### src/rtl/tcs_pkg.sv
package tcs_pkg;

  localparam int unsigned COLS_DEF = 80;
  localparam int unsigned ROWS_DEF = 25;

  localparam int unsigned CHAR_W = 8;
  localparam int unsigned ROW_W  = 5;
  localparam int unsigned COL_W  = 7;

  localparam logic [CHAR_W-1:0] SPACE_CHAR = 8'd32;
  localparam logic [CHAR_W-1:0] DEL_CHAR   = 8'd127;
  localparam logic [CHAR_W-1:0] LF_CHAR    = 8'h0A;
  localparam logic [CHAR_W-1:0] CR_CHAR    = 8'h0D;

  localparam logic KIND_WRITE = 1'b0;
  localparam logic KIND_READ  = 1'b1;

  typedef enum logic [2:0] {
    ST_CLEAR,
    ST_IDLE,
    ST_CALC,
    ST_ACCESS,
    ST_SCROLL,
    ST_RESP
  } tcs_state_e;

endpackage

### src/rtl/tcs_ctrl.sv
module tcs_ctrl #(
  parameter int unsigned COLS = tcs_pkg::COLS_DEF,
  parameter int unsigned ROWS = tcs_pkg::ROWS_DEF,
  localparam int unsigned RW = $clog2(ROWS),
  localparam int unsigned CW = $clog2(COLS),
  localparam int unsigned AW = $clog2(ROWS * COLS)
) (
  input  logic                       clk_i,
  input  logic                       rst_ni,
  input  logic                       in_valid_i,
  output logic                       in_ready_o,
  input  logic                       in_kind_i,
  input  logic [tcs_pkg::CHAR_W-1:0] in_char_i,
  input  logic [tcs_pkg::ROW_W-1:0]  in_row_i,
  input  logic [tcs_pkg::COL_W-1:0]  in_col_i,
  output logic                       res_valid_o,
  input  logic                       res_ready_i,
  output logic [RW-1:0]              res_row_o,
  output logic [CW-1:0]              res_col_o,
  output logic [tcs_pkg::CHAR_W-1:0] res_cell_o,
  output logic                       mem_we_o,
  output logic                       mem_re_o,
  output logic [AW-1:0]              mem_addr_o,
  output logic [tcs_pkg::CHAR_W-1:0] mem_wdata_o,
  input  logic [tcs_pkg::CHAR_W-1:0] mem_rdata_i
);

  localparam logic [AW-1:0] COLS_A     = AW'(COLS);
  localparam logic [AW-1:0] LAST_CELL  = AW'(ROWS * COLS - 1);
  localparam logic [CW-1:0] LAST_COL   = CW'(COLS - 1);
  localparam logic [RW-1:0] LAST_ROW   = RW'(ROWS - 1);
  localparam logic [RW:0]   ROWS_EXT   = (RW + 1)'(ROWS);

  tcs_pkg::tcs_state_e state_q, state_d;

  logic [RW-1:0]              row_q, row_d;
  logic [CW-1:0]              col_q, col_d;
  logic [RW-1:0]              base_q, base_d;
  logic                       kind_q, kind_d;
  logic [tcs_pkg::CHAR_W-1:0] char_q, char_d;
  logic [RW-1:0]              rrow_q, rrow_d;
  logic [CW-1:0]              rcol_q, rcol_d;
  logic                       oob_q, oob_d;
  logic [RW-1:0]              prow_q, prow_d;
  logic [CW-1:0]              tcol_q, tcol_d;
  logic [AW-1:0]              sweep_q, sweep_d;
  logic [CW-1:0]              cnt_q, cnt_d;

  logic          accept;
  logic          printable;
  logic          is_lf;
  logic          is_cr;
  logic          col_last;
  logic          row_last;
  logic          adv_row;
  logic          scroll_req;
  logic [RW-1:0] calc_row;
  logic [RW:0]   calc_sum;
  logic [AW-1:0] cell_addr;

  assign accept     = in_valid_i && in_ready_o;
  assign printable  = (char_q >= tcs_pkg::SPACE_CHAR) && (char_q != tcs_pkg::DEL_CHAR);
  assign is_lf      = char_q == tcs_pkg::LF_CHAR;
  assign is_cr      = char_q == tcs_pkg::CR_CHAR;
  assign col_last   = col_q == LAST_COL;
  assign row_last   = row_q == LAST_ROW;
  assign adv_row    = (printable && col_last) || is_lf;
  assign scroll_req = (kind_q == tcs_pkg::KIND_WRITE) && adv_row && row_last;
  assign calc_row   = (kind_q == tcs_pkg::KIND_READ) ? rrow_q : row_q;
  assign calc_sum   = {1'b0, calc_row} + {1'b0, base_q};
  assign cell_addr  = AW'(AW'(prow_q) * COLS_A) + AW'(tcol_q);

  always_comb begin
    state_d = state_q;
    unique case (state_q)
      tcs_pkg::ST_CLEAR: begin
        if (sweep_q == LAST_CELL) begin
          state_d = tcs_pkg::ST_IDLE;
        end
      end
      tcs_pkg::ST_IDLE: begin
        if (accept) begin
          state_d = tcs_pkg::ST_CALC;
        end
      end
      tcs_pkg::ST_CALC: begin
        state_d = tcs_pkg::ST_ACCESS;
      end
      tcs_pkg::ST_ACCESS: begin
        state_d = scroll_req ? tcs_pkg::ST_SCROLL : tcs_pkg::ST_RESP;
      end
      tcs_pkg::ST_SCROLL: begin
        if (cnt_q == LAST_COL) begin
          state_d = tcs_pkg::ST_RESP;
        end
      end
      tcs_pkg::ST_RESP: begin
        if (res_ready_i) begin
          state_d = tcs_pkg::ST_IDLE;
        end
      end
      default: state_d = tcs_pkg::ST_CLEAR;
    endcase
  end

  always_comb begin
    in_ready_o  = 1'b0;
    res_valid_o = 1'b0;
    mem_we_o    = 1'b0;
    mem_re_o    = 1'b0;
    mem_addr_o  = cell_addr;
    mem_wdata_o = char_q;
    unique case (state_q) inside
      tcs_pkg::ST_CLEAR, tcs_pkg::ST_SCROLL: begin
        mem_we_o    = 1'b1;
        mem_addr_o  = sweep_q;
        mem_wdata_o = tcs_pkg::SPACE_CHAR;
      end
      tcs_pkg::ST_IDLE: begin
        in_ready_o = 1'b1;
      end
      tcs_pkg::ST_ACCESS: begin
        mem_we_o = (kind_q == tcs_pkg::KIND_WRITE) && printable;
        mem_re_o = (kind_q == tcs_pkg::KIND_READ) && !oob_q;
      end
      tcs_pkg::ST_RESP: begin
        res_valid_o = 1'b1;
      end
      default: ;
    endcase
  end

  always_comb begin
    row_d   = row_q;
    col_d   = col_q;
    base_d  = base_q;
    kind_d  = kind_q;
    char_d  = char_q;
    rrow_d  = rrow_q;
    rcol_d  = rcol_q;
    oob_d   = oob_q;
    prow_d  = prow_q;
    tcol_d  = tcol_q;
    sweep_d = sweep_q;
    cnt_d   = cnt_q;
    case (state_q)
      tcs_pkg::ST_CLEAR: begin
        sweep_d = sweep_q + AW'(1);
      end
      tcs_pkg::ST_IDLE: begin
        if (accept) begin
          kind_d = in_kind_i;
          char_d = in_char_i;
          rrow_d = RW'(in_row_i);
          rcol_d = CW'(in_col_i);
          oob_d  = (32'(in_row_i) >= ROWS) || (32'(in_col_i) >= COLS);
        end
      end
      tcs_pkg::ST_CALC: begin
        prow_d = (calc_sum >= ROWS_EXT) ? RW'(calc_sum - ROWS_EXT) : RW'(calc_sum);
        tcol_d = (kind_q == tcs_pkg::KIND_READ) ? rcol_q : col_q;
      end
      tcs_pkg::ST_ACCESS: begin
        if (kind_q == tcs_pkg::KIND_WRITE) begin
          if (printable) begin
            col_d = col_last ? '0 : col_q + CW'(1);
          end else if (is_lf || is_cr) begin
            col_d = '0;
          end
          if (adv_row && !row_last) begin
            row_d = row_q + RW'(1);
          end
          if (scroll_req) begin
            sweep_d = AW'(AW'(base_q) * COLS_A);
            cnt_d   = '0;
            base_d  = (base_q == LAST_ROW) ? '0 : base_q + RW'(1);
          end
        end
      end
      tcs_pkg::ST_SCROLL: begin
        sweep_d = sweep_q + AW'(1);
        cnt_d   = cnt_q + CW'(1);
      end
      default: ;
    endcase
  end

  always_ff @(posedge clk_i or negedge rst_ni) begin
    if (!rst_ni) begin
      state_q <= tcs_pkg::ST_CLEAR;
      row_q   <= '0;
      col_q   <= '0;
      base_q  <= '0;
      sweep_q <= '0;
      cnt_q   <= '0;
    end else begin
      state_q <= state_d;
      row_q   <= row_d;
      col_q   <= col_d;
      base_q  <= base_d;
      sweep_q <= sweep_d;
      cnt_q   <= cnt_d;
    end
  end

  always_ff @(posedge clk_i) begin
    kind_q <= kind_d;
    char_q <= char_d;
    rrow_q <= rrow_d;
    rcol_q <= rcol_d;
    oob_q  <= oob_d;
    prow_q <= prow_d;
    tcol_q <= tcol_d;
  end

  assign res_row_o  = row_q;
  assign res_col_o  = col_q;
  assign res_cell_o = ((kind_q == tcs_pkg::KIND_READ) && !oob_q) ? mem_rdata_i : '0;

endmodule

### config.mk
export PLATFORM = sky130hd
export DESIGN_NAME = tcs_ctrl
export DESIGN_NICKNAME = d
export VERILOG_FILES = /design/src/rtl/tcs_pkg.sv /design/src/rtl/tcs_ctrl.sv
export SDC_FILE = /design/constraint.sdc
export NUM_CORES = 1
export LEC_CHECK = 0
export ABC_AREA = 0
export BUFFER_PORTS_ARGS = -buffer_cell sky130_fd_sc_hd__buf_4
export CORE_ASPECT_RATIO = 0.8
export CORE_UTILIZATION = 35
export DETAILED_ROUTE_END_ITERATION = 6
export GPL_TIMING_DRIVEN = 0
export HOLD_SLACK_MARGIN = 0.12
export PLACE_DENSITY = 0.5
export SLEW_MARGIN = 20
export SYNTH_ARGS = -nofsm -noshare
export SYNTH_HDL_FRONTEND = slang
export SYNTH_SLANG_ARGS = --single-unit
### constraint.sdc
create_clock -name clk_i -period 5.75 [get_ports clk_i]
set_clock_uncertainty 0.2 [all_clocks]
set_input_delay 0.2875 -clock clk_i [delete_from_list [all_inputs] [get_ports clk_i]]
set_output_delay 0.2875 -clock clk_i [all_outputs]
set_load 0.01 [all_outputs]
==> results.sh, run 1 <==
export IMPL_status="finished, final reports clean"
export IMPL_dieArea_um2=13000
export IMPL_p_leak_nw=2.50
export IMPL_routed_wl_mm=10.8
export IMPL_met1_length_mm=5.47
export IMPL_die_h_um=102
export IMPL_drtIter0Drc=117
export IMPL_hold_viol=0
export IMPL_numCtsBuffers=9
export IMPL_io_buffer_count=75
export IMPL_syn_to_final_growth_pct=30.2
export IMPL_num_rows=36
export IMPL_synth_edf_count=34
export IMPL_gp_congestion=0.777
export IMPL_end_kind="register"
export IMPL_grt_antenna_before_repair=0
export IMPL_worst_pin_slew_ps=801
export IMPL_drv_cap=0
export IMPL_grt_pass1_vias=3362
export IMPL_slew_violations=0
export IMPL_slew_headroom_pct=46.6
export IMPL_ys_warn_count=0
export IMPL_synth_nets=482
export IMPL_layout_commonest_cell="buf_4"
export IMPL_die_w_um=127
export IMPL_hold_class="in2async"
export IMPL_fill_cells=1178
export IMPL_yosysSeqAreaShare_pct=44.8
export IMPL_ios=76
export IMPL_routedWlPerCell_um=15.4
export IMPL_powerDensity_nw_per_um2=199
export IMPL_cts_sinks=72
export IMPL_rsz0062_at_grt="false"
export IMPL_fin_nets=593
export IMPL_synth_area_per_cell_um2=10.6
export IMPL_layout_common_cells="buf_4 (75), nand2_1 (43), dfrtp_1 (38), edfxtp_1 (34), nor2_1 (31)"
export IMPL_fin_crit_ps=3580
export IMPL_clock_latency_ps=340
export IMPL_grt_pass1_wl_mm=17.5
export IMPL_h_tree_depth=3
export IMPL_grt_ovfl_total=0
export IMPL_cp_arrival_ps=3450
export IMPL_r2r_slack_ps=2170
export IMPL_viasPerCell=4.96
export IMPL_synth_cell_types=67
export IMPL_period_share_pct=62.3
export IMPL_final_antenna_net_count=0
export IMPL_clockRootBuffer="clkbuf_16"
export IMPL_async_flop_share_pct=52.8
export IMPL_first_pass_iters=4
export IMPL_cts_resized=0
export IMPL_wl_met2_mm=4.84
export IMPL_start_util_pct=36.0
export IMPL_top_layer_used="met4"
export IMPL_netlist_area_um2=4400
export IMPL_drive_gt1_share_pct=24.4
export IMPL_wl_met3_um=428
export IMPL_worst_ep_required_time_ps=5620
export IMPL_tritoncts="built"
export IMPL_antenna_cells=0
export IMPL_clk_pin_slew_ps=60
export IMPL_syn_inst=416
export IMPL_num_vias=3490
export IMPL_critPathLaunchType="register"
export IMPL_grt_max_degree=39
export IMPL_holdWs_ps=283
export IMPL_cts_buffer_depth=2
export IMPL_post_dp_hpwl_mm=8.01
export IMPL_path_class="reg2reg"
export IMPL_ys_seq_elements=72
export IMPL_irDropWorstVdd_v=0.000129
export IMPL_setup_tns_final_ps=0
export IMPL_coreArea_um2=12200
export IMPL_setup_viol=0
export IMPL_yosys_most_used_dff="dfrtp_1"
export IMPL_fmax_mhz=279
export IMPL_drcViolationCount=0
export IMPL_grtUsageTotal_pct=17.6
export IMPL_worstPathMaxFanout=10
cell type report:
cell class,count,area [um2],share of cell area (%)
Multi-Input combinational cell,318,2310,40.4
Sequential cell,72,1970,34.4
Timing Repair Buffer,100,813,14.2
Clock buffer,10,229,4.00
Tap cell,171,214,3.74
Clock inverter,6,67.6,1.18
Buffer,12,62.6,1.09
Inverter,14,52.6,0.918
worst paths after layout:
kind,start,to,cells after the start
worst min register to register,cnt_q[1],cnt_q[1],2
worst max-delay path,kind_q,prow_q[2],11
min in group clk_i,cnt_q[1],cnt_q[1],2
worst min-delay path,rst_ni,sweep_q[10],2
worst max register to register,kind_q,prow_q[2],11
max in group asynchronous,rst_ni,res_col_o[0],2
through the flow:
step                      instances  instance area, um2  setup slack (ps)  utilization [%]  total power, W
after floorplan                 416                4400              2720                -        0.000551
after global placement          662                5170              2240             42.4        0.000575
after detailed placement        662                5170              2170             42.4        0.000575
after CTS                       703                5720              2150             46.9         0.00115
after global routing            703                5730              1850             46.9         0.00118
final                           703                5730              2170             46.9         0.00114
critical path, cell delays in order (launching register included):
cell and delay (ps):
edfxtp_1 380, buf_6 160, clkbuf_1 280, o21ai_0 410
ha_1 250, inv_1 60, fa_1 580, ha_1 190
inv_1 50, or3_1 350, o32ai_1 300, xnor2_1 110
what timing repair did:
action / CTS / global route
hold endpoints to repair: 63 / 0
setup buffers: 0 / 0
hold buffers: 25 / 0
registers in the layout, indices dropped and copies added, names as in the netlist:
signal / count
res_col_o: 7
base_q: 5
oob_q: 1
tcol_q: 7
state_q: 3
cnt_q: 7
kind_q: 1
rcol_q: 7
prow_q: 5
res_row_o: 5
char_q: 8
sweep_q: 11
rrow_q: 5
layer usage:
metal  GRT usage (%)  up-vias
met2            27.2       73
li1                -     1749
met1            25.1     1661
met4            4.12        0
met5               0        -
met3            3.98        7
cells in the mapped netlist (all sizes together), types with 2 or more instances:
library cell  number  share of area, %
o41a               2              0.51
nand2b             4              0.74
and2              17               2.4
buf                5              0.82
a21o               5              0.85
inv               14               1.2
or3                2              0.40
nand3             17               2.2
a22o               2              0.40
a21oi             22               2.5
o211ai             6               1.0
a31oi              5              0.71
nor3               4              0.46
edfxtp            34                23
o32ai              2              0.57
nor2              31               2.6
o22ai              3              0.43
or2                5              0.71
xnor2             11               2.2
a211o              2              0.43
nand2             43               3.7
a221o              2              0.46
nor3b              3              0.51
nor2b              9               1.3
ha                29               8.3
o31ai              2              0.65
o21a               2              0.34
clkbuf             7              0.60
o221a              2              0.51
fa                 4               1.8
o21ai             19               2.2
nand3b             2              0.34
nand4b             4              0.80
xor2              12               2.4
mux2              15               3.8
dfrtp             38                22
nand4              7               1.0
and3               5              0.71
report_power, final:
| part | leakage (nW) | internal [W] | switching (W) | total, W |
|---|---|---|---|---|
| Clock | 0.139 | 0.000338 | 0.000222 | 0.000561 |
| Sequential | 0.809 | 0.000539 | 0 | 0.000539 |
| Combinational | 1.55 | 0.0000258 | 0.0000127 | 0.0000385 |
kinds of logic after synthesis:
family | share of synthesized area, %
AND/OR/NAND/NOR | 20.2
AO/OA/AOI/OAI | 13.6
flip-flops | 44.8
adder cells (fa/ha/maj) | 10.1
buffers and inverters | 2.62
XOR/XNOR | 4.58
multiplexers | 4.07
Note: power is estimated with default switching activity, not from simulation.
==> run 2, diff against run 1 <==
==> constraint.sdc (replaced) <==
create_clock -name clk_i -period 3.4 [get_ports clk_i]
set_clock_uncertainty 0.2 [all_clocks]
set_input_delay 0.17 -clock clk_i [delete_from_list [all_inputs] [get_ports clk_i]]
set_output_delay 0.17 -clock clk_i [all_outputs]
set_load 0.01 [all_outputs]
==> run 2 against run 1 <==
Effect of this change: sequential share of layout area about the same; via count decreased by 0.11%; combinational power increased by 69%; setup slack got worse by 1900 ps; global-route usage decreased by 0.13 points; sequential power increased by 69%; wire length decreased by 0.85%; critical path type unchanged; critical endpoint unchanged.
==> results.sh, run 2 (synthesis results as in run 1) <==
export IMPL_status="finished, final reports clean"
export IMPL_clk_pin_slew_ps=60
export IMPL_slew_headroom_pct=47.0
export IMPL_pre_cts_ws_ps=-176
export IMPL_setup_slack_ps=267
export IMPL_h_tree_depth=3
export IMPL_fin_nets=592
export IMPL_period_share_pct=92.1
export IMPL_hold_viol=0
export IMPL_tritoncts="built"
export IMPL_hold_class="in2async"
export IMPL_numCtsBuffers=9
export IMPL_dieArea_um2=13000
export IMPL_antenna_cells=0
export IMPL_p_leak_nw=2.50
export IMPL_first_pass_iters=4
export IMPL_clockRootBuffer="clkbuf_16"
export IMPL_cts_sinks=72
export IMPL_worst_pin_slew_ps=795
export IMPL_post_dp_hpwl_mm=8.01
export IMPL_critPathLaunchType="register"
export IMPL_layout_commonest_cell="buf_4"
export IMPL_holdWs_ps=165
export IMPL_powerDensity_nw_per_um2=336
export IMPL_grtUsageTotal_pct=17.5
export IMPL_routedWlPerCell_um=15.3
export IMPL_worstRegToRegCells=10
export IMPL_drv_cap=0
export IMPL_cts_buffer_depth=2
export IMPL_drtIter0Drc=129
export IMPL_fin_crit_ps=3130
export IMPL_num_rows=36
export IMPL_routed_wl_mm=10.7
export IMPL_grt_ovfl_total=0
export IMPL_path_class="reg2reg"
export IMPL_gp_congestion=0.777
export IMPL_die_w_um=127
export IMPL_grt_pass1_wl_mm=17.4
export IMPL_slew_violations=0
export IMPL_syn_to_final_growth_pct=30.1
export IMPL_grt_pass1_vias=3359
export IMPL_drcViolationCount=0
export IMPL_ios=76
export IMPL_start_util_pct=36.0
export IMPL_num_vias=3486
export IMPL_top_register="sweep_q"
export IMPL_cp_arrival_ps=3010
export IMPL_irDropWorstVdd_v=0.000218
export IMPL_p_total_w=0.00192
export IMPL_grt_max_degree=39
export IMPL_worst_ep_required_time_ps=3270
export IMPL_rsz0062_at_grt="false"
export IMPL_die_h_um=102
export IMPL_final_antenna_net_count=0
export IMPL_drive_gt1_share_pct=24.5
export IMPL_setup_viol=0
export IMPL_fmax_mhz=319
export IMPL_grt_antenna_before_repair=0
export IMPL_end_kind="register"
export IMPL_clock_latency_ps=340
export IMPL_coreArea_um2=12200
export IMPL_io_buffer_count=75
export IMPL_worstPathMaxFanout=18
export IMPL_reg_top3="sweep_q x11, char_q x8"
export IMPL_layout_common_cells="buf_4 (75), nand2_1 (43), dfrtp_1 (38), edfxtp_1 (34), nor2_1 (31)"
export IMPL_largest_reg_flops=11
export IMPL_viasPerCell=4.97
## run 2: power by group
part,switching [W],total [W],internal (W)
logic,0.0000215,0.0000651,0.0000436
clock network,0.000377,0.000949,0.000572
registers,0,0.000911,0.000911
## run 2: metal layers
layer / GRT usage, % / part of all wire [%] / vias to the layer above
met5: 0 / 0 / -
met4: 4.12 / 0.89 / 0
met3: 3.98 / 3.9 / 9
met2: 27.0 / 44 / 71
met1: 24.9 / 51 / 1663
li1: - / - / 1743
## run 2: cell type report
class                   count  area [um2]
flip-flops and latches     72        1970
fillers                  1180        6480
multi-input cells         318        2310
well taps                 171         214
plain buffers              11        58.8
clock inverters             6        67.6
clock buffers              10         229
repair buffers            100         813
inverters                  14        52.6
## run 2: through the flow
| stage | setup TNS, ps | utilization (%) | instance area [um2] | std cells |
|---|---|---|---|---|
| 6_report | 0 | 46.9 | 5720 | 702 |
| 3_3_place_gp | -183 | 42.4 | 5170 | 662 |
| 3_5_place_dp | -281 | 42.4 | 5170 | 662 |
| 5_1_grt | 0 | 46.9 | 5720 | 702 |
| 2_1_floorplan | 0 | - | 4400 | 416 |
| 4_1_cts | 0 | 46.8 | 5720 | 702 |
## run 2: worst paths after layout
kind,slack [ps],from,to
min reg2reg,350,cnt_q[1],cnt_q[1]
min in group clk_i,340,in_char_i[1],char_q[1]
max reg2reg,270,kind_q,prow_q[2]
min,160,rst_ni,sweep_q[10]
max,270,kind_q,prow_q[2]
max in group asynchronous,2450,rst_ni,res_col_o[0]
## run 2: worst max-delay path, cell delays in order (launching register included)
cell and delay, ps:
edfxtp_1 380, buf_6 180, o21ai_1 250, ha_1 220
inv_1 50, fa_1 570, ha_1 190, inv_1 50
or3_1 350, o32ai_1 300, xnor2_1 110
## run 2: what timing repair did
item,CTS,global route
hold endpoints to repair,63,0
gates resized for setup,1,0
setup buffers,0,0
hold buffers,25,0
endpoints found under the setup margin,3,0
